**config.mk**
```make
export PLATFORM = sky130hd
export DESIGN_NAME = stepper_position_sequencer
export DESIGN_NICKNAME = d
export VERILOG_FILES = /design/src/rtl/sps_pkg.sv /design/src/rtl/stepper_position_sequencer.sv /design/src/rtl/sps_step_unit.sv
export SDC_FILE = /design/constraint.sdc
export NUM_CORES = 1
export LEC_CHECK = 0
export ABC_CLOCK_PERIOD_IN_PS = 6600
export BUFFER_PORTS_ARGS = -buffer_cell sky130_fd_sc_hd__buf_2
export CAP_MARGIN = 25
export CELL_PAD_IN_SITES_DETAIL_PLACEMENT = 1
export CELL_PAD_IN_SITES_GLOBAL_PLACEMENT = 2
export CORE_AREA = 2 2 148 150
export CTS_CLUSTER_DIAMETER = 40
export DETAILED_ROUTE_END_ITERATION = 16
export DIE_AREA = 0 0 150 152
export PLACE_DENSITY = 0.9
export SKIP_LAST_GASP = 1
export SYNTH_ARGS = -nofsm -noshare
export SYNTH_HDL_FRONTEND = slang
export SYNTH_SLANG_ARGS = --single-unit
```
**constraint.sdc**
```tcl
create_clock -name clock -period 6.6 [get_ports clock]
set_clock_uncertainty 0.2 [all_clocks]
set_input_delay 0.33 -clock clock [delete_from_list [all_inputs] [get_ports clock]]
set_output_delay 0.33 -clock clock [all_outputs]
set_load 0.005 [all_outputs]
```
**src/rtl/sps_pkg.sv**
```systemverilog
// Package for the stepper position sequencer: command codes, register
// indexes, state and result structures, and the coil phase lookup.
// No dependencies.
`timescale 1ns / 1ps

package sps_pkg;

   localparam logic signed [15:0] ROUNDTRIP_STEPS = 16'sd20480;
   localparam logic [7:0]         PHASE_PATTERN   = 8'h33;

   typedef enum logic [1:0] {
      MODE_TICK         = 2'd0,
      MODE_SET_TARGET   = 2'd1,
      MODE_SET_POSITION = 2'd2,
      MODE_SHIFT        = 2'd3
   } mode_type;

   localparam logic [1:0] CSR_CALLBACK_INTERVAL = 2'd0;
   localparam logic [1:0] CSR_NOTIFY_ENABLE     = 2'd1;
   localparam logic [1:0] CSR_REVERSE_DIRECTION = 2'd2;

   typedef struct packed {
      logic [14:0] callback_interval;
      logic        notify_enable;
      logic        reverse_direction;
   } cfg_type;

   typedef struct packed {
      logic [1:0]         phase_index;
      logic [15:0]        step_counter;
      logic signed [15:0] position;
      logic signed [15:0] target;
      logic               running;
      logic [3:0]         coil_drive;
   } state_type;

   typedef struct packed {
      logic [3:0]         coils;
      logic               running;
      logic signed [15:0] position;
      logic signed [15:0] target;
      logic               notify;
      logic signed [15:0] notify_position;
   } result_type;

   // Two coils on at a time: window of the doubled pattern, shifted by phase.
   function automatic logic [3:0] phase_coils(input logic [1:0] shift);
      logic [11:0] wide;
      begin
         wide = {4'd0, PHASE_PATTERN} << shift;
         phase_coils = wide[7:4];
      end
   endfunction

endpackage

```
**src/rtl/stepper_position_sequencer.sv**
```systemverilog
// Top level of the stepper position sequencer: handshakes, configuration
// registers, motor state and the result register.
// Depends on sps_pkg and sps_step_unit.
`timescale 1ns / 1ps

//  channel   | direction | handshake           | payload
//  ----------+-----------+---------------------+---------------------------------
//  req_      | in        | req_valid/req_ready | mode, value
//  rsp_      | out       | rsp_valid/rsp_ready | coils, running, position, target,
//            |           |                     | notify, notify_position
//  csr_      | in        | csr_write_enable    | csr_index, csr_write_data
//
// Every command yields one result transaction: it is held in the input register,
// then in the result register. Throughput is one transaction per cycle while
// the result side does not stall, set by the single state update per cycle.
// Reset is synchronous and active high; it clears the motor state, the valid
// flags and the configuration to its defaults. A stall on the result side
// holds the result register and backs up into the input register, and only
// then drops req_ready.

module stepper_position_sequencer (
   input  logic               clock,
   input  logic               reset,

   input  logic               req_valid,
   output logic               req_ready,
   input  logic [1:0]         req_mode,
   input  logic signed [15:0] req_value,

   output logic               rsp_valid,
   input  logic               rsp_ready,
   output logic [3:0]         rsp_coils,
   output logic               rsp_running,
   output logic signed [15:0] rsp_position,
   output logic signed [15:0] rsp_target,
   output logic               rsp_notify,
   output logic signed [15:0] rsp_notify_position,

   input  logic               csr_write_enable,
   input  logic [1:0]         csr_index,
   input  logic [14:0]        csr_write_data
);

   sps_pkg::cfg_type    cfg_ff;
   sps_pkg::cfg_type    cfg_in;
   sps_pkg::state_type  state_ff;
   sps_pkg::state_type  state_in;
   sps_pkg::result_type result_ff;
   sps_pkg::result_type result_in;

   logic               in_valid_ff;
   logic [1:0]         in_mode_ff;
   logic signed [15:0] in_value_ff;
   logic               out_valid_ff;
   logic               advance;

   // Move the held command into the result register when that slot is free or being emptied.
   assign advance   = in_valid_ff && (!out_valid_ff || rsp_ready);
   assign req_ready = !in_valid_ff || advance;

   sps_step_unit u_step (
      .cfg        (cfg_ff),
      .state_cur  (state_ff),
      .mode       (in_mode_ff),
      .value      (in_value_ff),
      .state_next (state_in),
      .result     (result_in)
   );

   // Register writes; an index beyond the list is dropped.
   always_comb begin
      cfg_in = cfg_ff;
      if (csr_write_enable) begin
         case (csr_index)
            sps_pkg::CSR_CALLBACK_INTERVAL: cfg_in.callback_interval = csr_write_data;
            sps_pkg::CSR_NOTIFY_ENABLE:     cfg_in.notify_enable     = csr_write_data[0];
            sps_pkg::CSR_REVERSE_DIRECTION: cfg_in.reverse_direction = csr_write_data[0];
            default:                        cfg_in = cfg_ff;
         endcase
      end
   end

   always_ff @(posedge clock) begin
      if (reset) begin
         cfg_ff.callback_interval <= 15'd204;
         cfg_ff.notify_enable     <= 1'b0;
         cfg_ff.reverse_direction <= 1'b0;
      end else begin
         cfg_ff <= cfg_in;
      end
   end

   // Control: valid flags and motor state.
   always_ff @(posedge clock) begin
      if (reset) begin
         in_valid_ff  <= 1'b0;
         out_valid_ff <= 1'b0;
         state_ff     <= '0;
      end else begin
         if (req_ready) begin
            in_valid_ff <= req_valid;
         end
         if (advance) begin
            out_valid_ff <= 1'b1;
            state_ff     <= state_in;
         end else if (rsp_ready) begin
            out_valid_ff <= 1'b0;
         end
      end
   end

   // Payload: capture on acceptance, hold while stalled.
   always_ff @(posedge clock) begin
      if (req_valid && req_ready) begin
         in_mode_ff  <= req_mode;
         in_value_ff <= req_value;
      end
      if (advance) begin
         result_ff <= result_in;
      end
   end

   assign rsp_valid           = out_valid_ff;
   assign rsp_coils           = result_ff.coils;
   assign rsp_running         = result_ff.running;
   assign rsp_position        = result_ff.position;
   assign rsp_target          = result_ff.target;
   assign rsp_notify          = result_ff.notify;
   assign rsp_notify_position = result_ff.notify_position;

endmodule

```
**src/rtl/sps_step_unit.sv**
```systemverilog
// Next-state and result logic for one command of the stepper sequencer.
// Depends on sps_pkg.
`timescale 1ns / 1ps

module sps_step_unit (
   input  sps_pkg::cfg_type    cfg,
   input  sps_pkg::state_type  state_cur,
   input  logic [1:0]          mode,
   input  logic signed [15:0]  value,
   output sps_pkg::state_type  state_next,
   output sps_pkg::result_type result
);

   sps_pkg::mode_type  mode_code;
   logic [1:0]         phase_shift;
   logic signed [15:0] pos_inc;
   logic signed [15:0] pos_sum;
   logic               fire;

   always_comb begin
      mode_code   = sps_pkg::mode_type'(mode);
      phase_shift = cfg.reverse_direction ? (2'd3 - state_cur.phase_index)
                                          : state_cur.phase_index;
      pos_inc     = state_cur.position + 16'sd1;
      pos_sum     = state_cur.position + value;
      fire        = 1'b0;
      state_next  = state_cur;

      case (mode_code)
         sps_pkg::MODE_TICK: begin
            if (state_cur.running) begin
               if (state_cur.position == state_cur.target) begin
                  state_next.running    = 1'b0;
                  state_next.coil_drive = 4'd0;
               end else begin
                  state_next.coil_drive  = sps_pkg::phase_coils(phase_shift);
                  state_next.phase_index = state_cur.phase_index + 2'd1;
                  if (state_cur.step_counter >= {1'b0, cfg.callback_interval}) begin
                     state_next.step_counter = 16'd0;
                     fire = cfg.notify_enable;
                  end else begin
                     state_next.step_counter = state_cur.step_counter + 16'd1;
                  end
                  state_next.position = (pos_inc >= sps_pkg::ROUNDTRIP_STEPS)
                                        ? 16'sd0 : pos_inc;
               end
            end
         end
         sps_pkg::MODE_SET_TARGET: begin
            state_next.target  = value;
            state_next.running = 1'b1;
         end
         sps_pkg::MODE_SET_POSITION: begin
            state_next.position = value;
         end
         sps_pkg::MODE_SHIFT: begin
            if (pos_sum > state_cur.target && state_cur.position <= state_cur.target) begin
               state_next.target = pos_sum;
            end
            state_next.position = pos_sum;
         end
         default: begin
            state_next = state_cur;
         end
      endcase

      result.coils           = state_next.coil_drive;
      result.running         = state_next.running;
      result.position        = state_next.position;
      result.target          = state_next.target;
      result.notify          = fire;
      result.notify_position = fire ? state_cur.position : 16'sd0;
   end

endmodule

```
Word level (Yosys, flattened, before mapping) --
Cells that the tools add are included.
Storage, ports and cells: RAM bits 0, flip-flop bits (word level) 146, bits in latches 0, word-level logic and storage cells 69, memories kept 0, output and inout port bits 56, input bits 40, ROM bits 0
Operators by class: equality and inequality tests 6, multiply operators 0, divide/modulo/power cells 0, order comparisons 4, add/subtract/negate cells 5, reductions and logical operators 14, bitwise logic cells 1, shift operators 1, muxes and demuxes 19
Operators with widths (count):
- $mux W16 | 5
- $pmux W16 S3 | 1
- $pmux W16 S2 | 1
- $add A16 B1 Y16 const B | 1
- $add A16 B16 Y16 | 1
- $add A16 B2 Y16 const B | 1
- $eq A16 B16 Y1 | 1
- $ge A16 B15 Y1 | 1
- $ge A16 B16 Y1 const B | 1
- $gt A16 B16 Y1 | 1
- $le A16 B16 Y1 | 1
- $mux W4 | 2
- $shl A6 B2 Y8 const A | 1
- $mux W1 | 7
- $eq A2 B2 Y1 const B | 3
- $reduce_and A2 Y1 | 3
- $mux W5 | 1
- $eq A2 B1 Y1 const B | 2
- $logic_not A2 Y1 | 2
- $reduce_and A4 Y1 | 1
- $logic_and A1 B1 Y1 | 3
- $add A2 B1 Y2 const B | 1
- $logic_not A1 Y1 | 2
- $logic_or A1 B1 Y1 | 2
- 5 further kinds | 5

Depth between registers and ports, before layout --
Gate-level depths: netlist (run 1).
depth in word-level cells 6, gate-level depth with buffers 19, gate-level depth less buffers 17

Modules after synthesis --
From an unflattened synthesis (run 1), not the netlist that was laid out.
Second synthesis, totals: cell total of the unflattened synthesis 1033, area, all modules 9589.2 um^2
By module, submodules not included:
- stepper_position_sequencer | instances 1, sequential area each 3643.5 um^2, cells each 395, area an instance 5335.1 um^2
- sps_step_unit | instances 1, sequential area each 0.0 um^2, cells each 638, area an instance 4254.1 um^2

Least setup slack after synthesis (run 1) --
OpenSTA, ideal clock, no wires.
path type register to register, from register in_value_ff[0], to register state_ff[11] in the netlist's numbering, clock period less this slack 4558 ps, arrival 4215 ps, cell stages (with the launch flop) 18, setup slack 2042 ps, setup time 143 ps, buffers on the path 2, required time 6257 ps, path through edfxtp_1 > ha_1 > fa_1 > a211oi_1 > o211ai_1 > a31oi_1 > nor4_1 > a311oi_1 > inv_1 > ha_1 > nand4_1 > a311oi_1 > or4_1 > clkbuf_1 > and2_1 > o21ai_0 > clkbuf_1 > a221oi_1
On the way: longest elaborated chain between the ends 5
Ends and longest elaborated chain:
- start, declared | line stepper_position_sequencer.sv:53 | logic signed [15:0] in_value_ff;
- start signal, assigned | line stepper_position_sequencer.sv:116 | in_value_ff <= req_value;
- $add A16 B16 Y16 * | line sps_step_unit.sv:25 | pos_sum = state_cur.position + value;
- $gt A16 B16 Y1 | line sps_step_unit.sv:57 | if (pos_sum > state_cur.target && state_cur.position <= state_cur.target) begin
- $logic_and A1 B1 Y1 | line sps_step_unit.sv:57
- $mux W16 * | line sps_step_unit.sv:57
- $pmux W16 S2 * | line sps_step_unit.sv:29 | case (mode_code)
- end signal, assigned | line stepper_position_sequencer.sv:105 | state_ff <= state_in;
- end, declared | line stepper_position_sequencer.sv:46 | sps_pkg::state_type state_ff;
Every way passes the cells marked *; elsewhere a longest branch is shown, timed or not. A chain may end at the register's enable or synchronous reset.

Worst setup path in the final report (run 1) --
from register state_ff[21] in the netlist's numbering, to register state_ff[20] in the netlist's numbering
On the way: longest elaborated chain between the ends 5, elaborated cells between the ends (all ways) 6, classes of those cells add/sub: 1; order compare: 2; mux: 2; reduce/logical: 1
Ends and longest elaborated chain (line):
- $add A16 B16 Y16 | sps_step_unit.sv:25
- $gt A16 B16 Y1 | sps_step_unit.sv:57
- $logic_and A1 B1 Y1 | sps_step_unit.sv:57
- $mux W16 * | sps_step_unit.sv:57
- $pmux W16 S2 * | sps_step_unit.sv:29
Marks and branches as above.

==> key figures, run 1 <==
Timing
  – RSZ-0062 raised after global routing: no
  – Final Hold Violating Endpoints: 0
  – Period Utilization, post-route: 82.4%
  – Fin crit period: 5.44 ns
  – TNS Setup: 0 ns
  – Slew Limit Fails: 0
  – Max_slew headroom: 32.6%
  – Fmax: 184 MHz
  – Slew @ Worst Pin: 1.01 ns
  – Final setup fails: 0

Synth
  – Cell variety after synth: 73
  – Area fraction of the dominant cell type after synthesis: 26.0%
  – Post-synth ARST share: 0%
  – Mux cell area share after synthesis: 1.25%
  – Post-Synth XOR/XNOR Area: 3.90%
  – Syn Nets: 1,000
  – Synth Cell Area: 8320 um2
  – Post-synthesis sequential area ratio: 43.8%
  – Top_reg_cell synth: dfxtp_1
  – Synth Register Bits: 146
  – Top post-synthesis cells by area: edfxtp_1 26%, dfxtp_1 18%, ha_1 9.6%
  – Mean Syn Cell Area: 9.29 um2
  – Post-synth EDFFs: 72
  – Leading area contributor after synthesis: edfxtp_1
  – Yosys warns: 0
  – Main combinational cell family by area after synthesis: compound AO/OA/AOI/OAI gates
  – Synth Area in Compound Gates: 18.6%
  – Mapped Cells: 895
  – Synth Area in Adders: 9.87%
  – Synth Area in Simple Gates: 18.5%

Critical path
  – Crit path capture: state_ff[20]
  – Crit path max fanout: 12
  – Worst r2r src: state_ff[21]
  – RR Endpoint: state_ff[20]
  – Reg2reg setup slack: 1.16 ns
  – Reg2Reg Depth: 18
  – Kind of critical path: flip-flop to flip-flop
  – Worst Path Required: 6.68 ns
  – Kind of end point of the critical path: flip-flop
  – Worst path arrival time: 5.52 ns
  – Critical path startpoint category: flip-flop
  – Critical path origin: state_ff[21]

Placed design
  – DP HPWL: 18,900 um
  – PortBufs: 95
  – Routability Congestion: 0.904
  – Inst Count DP: 1,249

Drt
  – Remaining DRCs: 0
  – Routed Antenna Nets: 0
  – Vias: 7,430
  – Vias/cell: 5.64
  – Routed WL per cell: 20.3 um
  – DRT Pass-1 Iters: 5
  – Drt total wl: 26,700 um
  – Initial DRC count: 473

Clock network
  – Post-cts gate resize count: 0
  – CTS Buf Count: 17
  – Clock sink count: 146
  – Clk buf depth: 2
  – TritonCTS clock tree: yes
  – Htree depth: 4
  – Root buffer cell: clkbuf_16
  – Clock transition at path regs: 0.07 ns
  – Worst-Skew Late Latency: 0.44 ns

Power
  – Power, Total: 2.51 mW
  – Register share of total power: 41.5%
  – Power density over the cells: 248 nW/um2
  – Pleak: 3.99 nW
  – Max VDD drop: 0.000150 V
  – Logic pwr share: 19.1%
  – Clk network pwr share: 39.4%
  – Sw Pwr: 0.773 mW
  – P_int: 1.74 mW
  – Switching Fraction: 30.8%

Finish
  – Finished Layout Cells: 1,317
  – Layout area overhead: 21.6%
  – Layout net count: 1,129
  – Fill count: 2,496
  – Layout cell share with drive strength beyond 1: 16.2%
  – # diodes: 0

Die
  – Die H: 152 um
  – Die Area: 22,800 um2
  – Core ar.: 21,400 um2
  – Starting Density: 39.0%
  – # IOs: 96
  – Die width: 150 um
  – Std-Cell Rows: 54

Worst hold path
  – Hold Path Class: input pin to flip-flop
  – Hold depth: 4

Flow run
  – Max-cap viol count: 0

Global route
  – Initial antenna violation count: 0
  – Largest net degree at the start of global routing: 84
  – Vias in the first global route: 7,710
  – First-pass GRT wire length: 42,000 um
  – GRT Overall Usage: 23.9%
  – GRT overflow: 0

Run status
  – Status: completed
cells by family (layout without fill, tap and decap cells):
group / Yosys count / count (layout)
xor gates and xnor gates: 37 / 37
muxes: 10 / 10
buffers and inverters: 89 / 231
DFF: 146 / 146
and+or+nand+nor: 319 / 319
AOI/OAI and AO/OA: 229 / 229
adders and majority gates: 65 / 65
flip-flops by register name (all words and copies together) (netlist names):
name,cells
state_ff,55
cfg_ff,17
in_value_ff,16
rsp_notify_position,16
rsp_position,16
rsp_target,16
rsp_coils,4
in_mode_ff,2
in_valid_ff,1
rsp_notify,1
rsp_running,1
rsp_valid,1
metrics by stage:
stage,util [%],hold slack [ns],setup slack [ns],cell area (um2)
global placement,42.8,0.243,1.55,9130
floorplan,-,0.229,2.04,8320
CTS,47.3,0.0467,1.22,10100
finish,47.4,0.0523,1.16,10100
global route,47.4,0.0653,0.744,10100
detailed placement,42.8,0.251,1.27,9140
layer usage:
layer	part of all wire [%]	global-route usage (%)	up-vias	wire (um)
li1	-	-	3559	-
met1	45	30.4	3616	12000
met2	48	40.0	201	12900
met3	3.6	4.08	54	951
met4	3.5	9.84	0	933
met5	0	0	-	0
timing repair:
item / 4_1_cts / 5_1_grt
hold buffers: 35 / 0
endpoints found under the hold margin: 37 / 0
setup buffers: 0 / 0
worst min-delay path by stage:
stage | from | end | slack, ns
final | csr_index[1] | cfg_ff[6] | 0.05
after floorplan | req_mode[0] | in_mode_ff[0] | 0.23
after global placement | state_ff[3] | state_ff[3] | 0.24
after global routing | csr_index[0] | cfg_ff[16] | 0.07
after detailed placement | cfg_ff[12] | cfg_ff[12] | 0.25
after CTS | csr_index[0] | cfg_ff[6] | 0.05
cell usage after synthesis, types with 4 or more instances:
cell type,instances
a211oi_1,11
a21o_1,10
a21oi_1,63
a221oi_1,12
a22oi_1,4
a2bb2oi_1,12
a311oi_1,4
a31oi_1,6
and2_1,20
and3_1,11
clkbuf_1,36
dfxtp_1,74
edfxtp_1,72
ha_1,64
inv_1,49
mux2i_1,7
nand2_1,105
nand2b_1,11
nand3_1,14
nand4_1,18
nor2_1,78
nor2b_1,5
nor3_1,21
nor4_1,8
o211ai_1,13
o21a_1,6
o21ai_0,35
o22ai_1,12
o31ai_1,5
or2_2,4
or3_1,4
or4_1,4
xnor2_1,25
xor2_1,12
layout make-up:
cell class / instances / area [um2] / area share [%]
multi-input cells: 660 / 4340 / 42.9
well taps: 280 / 350 / 3.46
clock buffers: 19 / 475 / 4.70
repair buffers: 149 / 992 / 9.81
inverters: 50 / 188 / 1.86
clock inverters: 13 / 124 / 1.22
flip-flops and latches: 146 / 3640 / 36.0
power groups by stage:
stage | clock network, mW | registers [mW] | logic (mW)
finish | 0.988 | 1.04 | 0.481
detailed placement | 0 | 1.06 | 0.452
floorplan | 0 | 1.05 | 0.297
global placement | 0 | 1.06 | 0.442
global route | 1.04 | 1.05 | 0.531
CTS | 1.01 | 1.04 | 0.474
layout by cell type, fill, tap and decap left out, types with 4 or more instances in the layout:
master,instances
o22ai_1,12
nor2b_1,5
or2_2,4
a31oi_1,6
nor2_1,78
a22oi_1,4
ha_1,64
inv_6,5
inv_1,48
o211ai_1,13
edfxtp_1,72
xor2_1,12
o31ai_1,5
a311oi_1,4
o21ai_0,35
a21o_1,10
xnor2_1,25
nand2_1,105
or4_1,4
nor4_1,8
nor3_1,21
nand4_1,18
a211oi_1,11
mux2i_1,7
or3_1,4
o21a_1,6
buf_2,95
and3_1,11
nand3_1,14
a21oi_1,63
clkbuf_16,19
nand2b_1,11
buf_4,17
dlygate4sd3_1,35
and2_1,20
dfxtp_1,74
a221oi_1,12
a2bb2oi_1,12
critical path, cell delays in order, from the launching register on:
cell and delay (ns):
dfxtp_1 0.40, ha_1 0.29, fa_1 0.44, a211oi_1 0.29, o211ai_1 0.26, a31oi_1 0.43, nor4_1 0.11, a311oi_1 0.45
inv_1 0.10, ha_1 0.30, nand4_1 0.15, nor3_1 0.07, a21oi_1 0.19, nand4_1 0.10, o21ai_0 0.18, buf_4 0.21
or4b_2 0.63, a311oi_1 0.36, nor3_1 0.11
(Power assumes the default switching activity.)
==> inputs of run 2 (changes only) <==
--- a/config.mk
+++ b/config.mk
@@ -5,16 +5,16 @@
 export SDC_FILE = /design/constraint.sdc
 export NUM_CORES = 1
 export LEC_CHECK = 0
-export ABC_CLOCK_PERIOD_IN_PS = 6600
+export ABC_CLOCK_PERIOD_IN_PS = 4900
 export BUFFER_PORTS_ARGS = -buffer_cell sky130_fd_sc_hd__buf_2
 export CAP_MARGIN = 25
 export CELL_PAD_IN_SITES_DETAIL_PLACEMENT = 1
 export CELL_PAD_IN_SITES_GLOBAL_PLACEMENT = 2
-export CORE_AREA = 2 2 148 150
+export CORE_AREA = 2 2 162 164
 export CTS_CLUSTER_DIAMETER = 40
 export DETAILED_ROUTE_END_ITERATION = 16
-export DIE_AREA = 0 0 150 152
-export PLACE_DENSITY = 0.9
+export DIE_AREA = 0 0 164 166
+export PLACE_DENSITY = 0.8
 export SKIP_LAST_GASP = 1
 export SYNTH_ARGS = -nofsm -noshare
 export SYNTH_HDL_FRONTEND = slang
==> constraint.sdc (replaced) <==
create_clock -name clock -period 4.9 [get_ports clock]
set_clock_uncertainty 0.2 [all_clocks]
set_input_delay 0.245 -clock clock [delete_from_list [all_inputs] [get_ports clock]]
set_output_delay 0.245 -clock clock [all_outputs]
set_load 0.005 [all_outputs]
==> run 2 against run 1 <==
  * Sequential power is 34% higher
  * Die area is 19% higher
  * Fmax is 17% higher
  * Routed wire length is 5.2% higher
  * Sequential share of layout area is 1.3 points lower
  * Count of clock-buffer cells in the layout is 3 higher
  * First-iteration DRC count is 14% lower
  * Largest cell class unchanged
  * Highest routed layer unchanged
==> key figures, run 2 (synthesized netlist as in run 1, its figures left out) <==
Run status
  – Status: completed

Clock network
  – Root buffer cell: clkbuf_16
  – TritonCTS clock tree: yes
  – Htree depth: 4 (unchanged)
  – Clk buf depth: 2 (unchanged)
  – CTS Buf Count: 17 (unchanged)
  – Clock transition at path regs: 0.06 ns (about the same)
  – Worst-Skew Late Latency: 0.44 ns (about the same)
  – Clock sink count: 146 (unchanged)

Global route
  – First-pass GRT wire length: 44,300 um (+5.4%)
  – Vias in the first global route: 7,755 (+0.58%)
  – Largest net degree at the start of global routing: 84 (unchanged)
  – Initial antenna violation count: 0 (unchanged)
  – GRT overflow: 0 (unchanged)
  – GRT Overall Usage: 21.3% (-2.6 points)

Finish
  – Layout area overhead: 26.2%
  – Register with the most flip-flops: state_ff
  – Multi-input logic area: 4410 um2 (+1.4%)
  – Finished Layout Cells: 1,406 (+6.8%)
  – Layout cell share with drive strength beyond 1: 18.8% (+2.6 points)
  – Fill count: 2,963 (+19%)
  – Commonest non-fill, non-tap cell in the layout: nand2_1
  – Layout net count: 1,163 (+3.0%)
  – Core Util, Final: 41.0% (-6.4 points)
  – Final instance area: 10,500 um2 (+3.8%)
  – # diodes: 0 (unchanged)
  – Regs by FF count: state_ff x55, cfg_ff x17
  – Commonest non-fill, non-tap cells in the layout: 105 x nand2_1, 95 x buf_2, 77 x nor2_1
  – Register area: 3640 um2 (unchanged)
  – Largest register FFs: 55 (unchanged)

Power
  – Clk network pwr share: 37.6% (-1.8 points)
  – Switching Fraction: 30.4% (-0.38 points)
  – Max VDD drop: 0.000161 V (+7.1%)
  – Power density over the cells: 323 nW/um2 (+30%)
  – P_int: 2.36 mW (+36%)
  – Logic pwr share: 21.4% (+2.3 points)
  – Pleak: 4.12 nW (+3.2%)
  – Power, Total: 3.39 mW (+35%)
  – Register share of total power: 41.0% (-0.5 points)
  – Sw Pwr: 1.03 mW (+33%)

Die
  – Die H: 166 um (+9.2%)
  – Die Area: 27,200 um2 (+19%)
  – # IOs: 96 (unchanged)
  – Die width: 164 um (+9.3%)
  – Starting Density: 32.5% (-6.5 points)
  – Std-Cell Rows: 59 (+9.3%)
  – Core ar.: 25,600 um2 (+20%)

Timing
  – Final setup fails: 0 (unchanged)
  – Slew Limit Fails: 0 (unchanged)
  – Slew @ Worst Pin: 0.835 ns (-0.176 ns)
  – Final Hold Violating Endpoints: 0 (unchanged)
  – Period Utilization, post-route: 95.2% (+13 points)
  – Fin crit period: 4.66 ns (-0.776 ns)
  – RSZ-0062 raised after global routing: no
  – Fmax: 214 MHz (+17%)
  – Max_slew headroom: 43.9% (+11 points)
  – TNS Setup: 0 ns (unchanged)

Placed design
  – DP HPWL: 20,100 um (+6.6%)
  – Inst Count DP: 1,322 (+5.8%)
  – Placed inst area: 9350 um2 (+2.3%)
  – PortBufs: 95 (unchanged)
  – Routability Congestion: 0.899 (-0.53%)

Flow run
  – Max-cap viol count: 0 (unchanged)

Drt
  – Drt total wl: 28,100 um (+5.2%)
  – Routed WL per cell: 20.0 um (-1.4%)
  – Vias/cell: 5.33 (-5.6%)
  – Routed Antenna Nets: 0 (unchanged)
  – DRT Pass-1 Iters: 5 (unchanged)
  – Vias: 7,489 (+0.79%)
  – Initial DRC count: 409 (-14%)
  – Remaining DRCs: 0 (unchanged)

Worst hold path
  – Hold Path Class: input pin to flip-flop

Critical path
  – Crit path max fanout: 3 (-9)
  – Slowest cell on crit path: or4b_2
  – CP max stage delay: 0.69 ns (+0.06 ns)
  – Kind of end point of the critical path: flip-flop
  – WP buf/inv: 1 (-1)
  – Worst path arrival time: 4.65 ns (-0.87 ns)
  – Most frequent CP cell: ha_1
  – Kind of critical path: flip-flop to flip-flop
  – Critical Path, Cell by Cell: ha_1 -> fa_2 -> a211oi_2 -> o211ai_1 -> nand2_1 -> xor2_1 -> inv_1 -> ha_1 -> nand4_1 -> nor2_2 -> o21ai_0 -> a311oi_1 -> nor4_1 -> or4b_2 -> a31o_2 -> o21a_1
  – Cell family with most CP delay: simple AND/OR/NAND/NOR gates
  – Critical path startpoint category: flip-flop
  – Worst Path Required: 4.89 ns (-1.79 ns)
run 2: changes by cell type in the layout (fill, tap and decap cells not counted), sizes merged:
cell | before | now
clkbuf | 19 | 22
inv | 59 | 52
clkinv | 4 | 7
clkinvlp | 0 | 1
buf | 114 | 137
dlygate4sd3 | 35 | 46
run 2: metal layers:
layer	track usage (%)	vias up	wire (um)
met5	0	-	0
met4	9.99	0	1080
met3	3.05	45	1470
met2	34.9	190	13400
met1	27.6	3634	12200
li1	-	3620	-
run 2: layout make-up:
class | instances | share of cell area [%]
timing repair buffer | 183 | 12.2
sequential | 146 | 34.7
clock inverter | 10 | 0.667
inverter | 50 | 1.80
clock buffer | 22 | 4.64
multi-input combinational | 660 | 42.0
tap | 335 | 3.99
run 2: worst paths after layout:
path                  startpoint              to  slack [ns]  cells after the start
hold / removal      csr_index[1]       cfg_ff[0]        0.02                      4
setup / recovery  in_value_ff[0]  rsp_target[15]        0.24                     16
hold reg to reg      state_ff[3]     state_ff[3]        0.26                      2
setup reg to reg  in_value_ff[0]  rsp_target[15]        0.24                     16
run 2: through the flow:
step                      setup slack (ns)  hold slack (ns)
after CTS                           0.0383           0.0131
after global placement               0.223            0.226
after floorplan                      0.342            0.144
after global routing               0.00731           0.0485
final                                0.237           0.0203
after detailed placement           -0.0161            0.226
run 2: power groups by stage:
stage               Clock, mW  Sequential (mW)  Combinational [mW]
floorplan                   0             1.41               0.400
global placement            0             1.41               0.652
detailed placement          0             1.42               0.663
CTS                      1.30             1.39               0.702
global route             1.35             1.39               0.801
finish                   1.27             1.39               0.725
run 2: worst reg2reg max path, delay by kind of cell, from the launching register on:
kind	cells	cell delay, ns
flip-flops	1	0.42
XOR/XNOR	1	0.26
buffers and inverters	1	0.08
AND/OR/NAND/NOR	5	1.28
AO/OA/AOI/OAI	6	1.23
adder cells (fa/ha/maj)	3	0.95
run 2: timing repair:
item / 4_1_cts / 5_1_grt
resized for setup: 0 / 15
setup buffers: 1 / 3
hold buffers: 46 / 0
pin swaps: 0 / 4
endpoints found under the setup margin: 8 / 32
endpoints found under the hold margin: 37 / 0
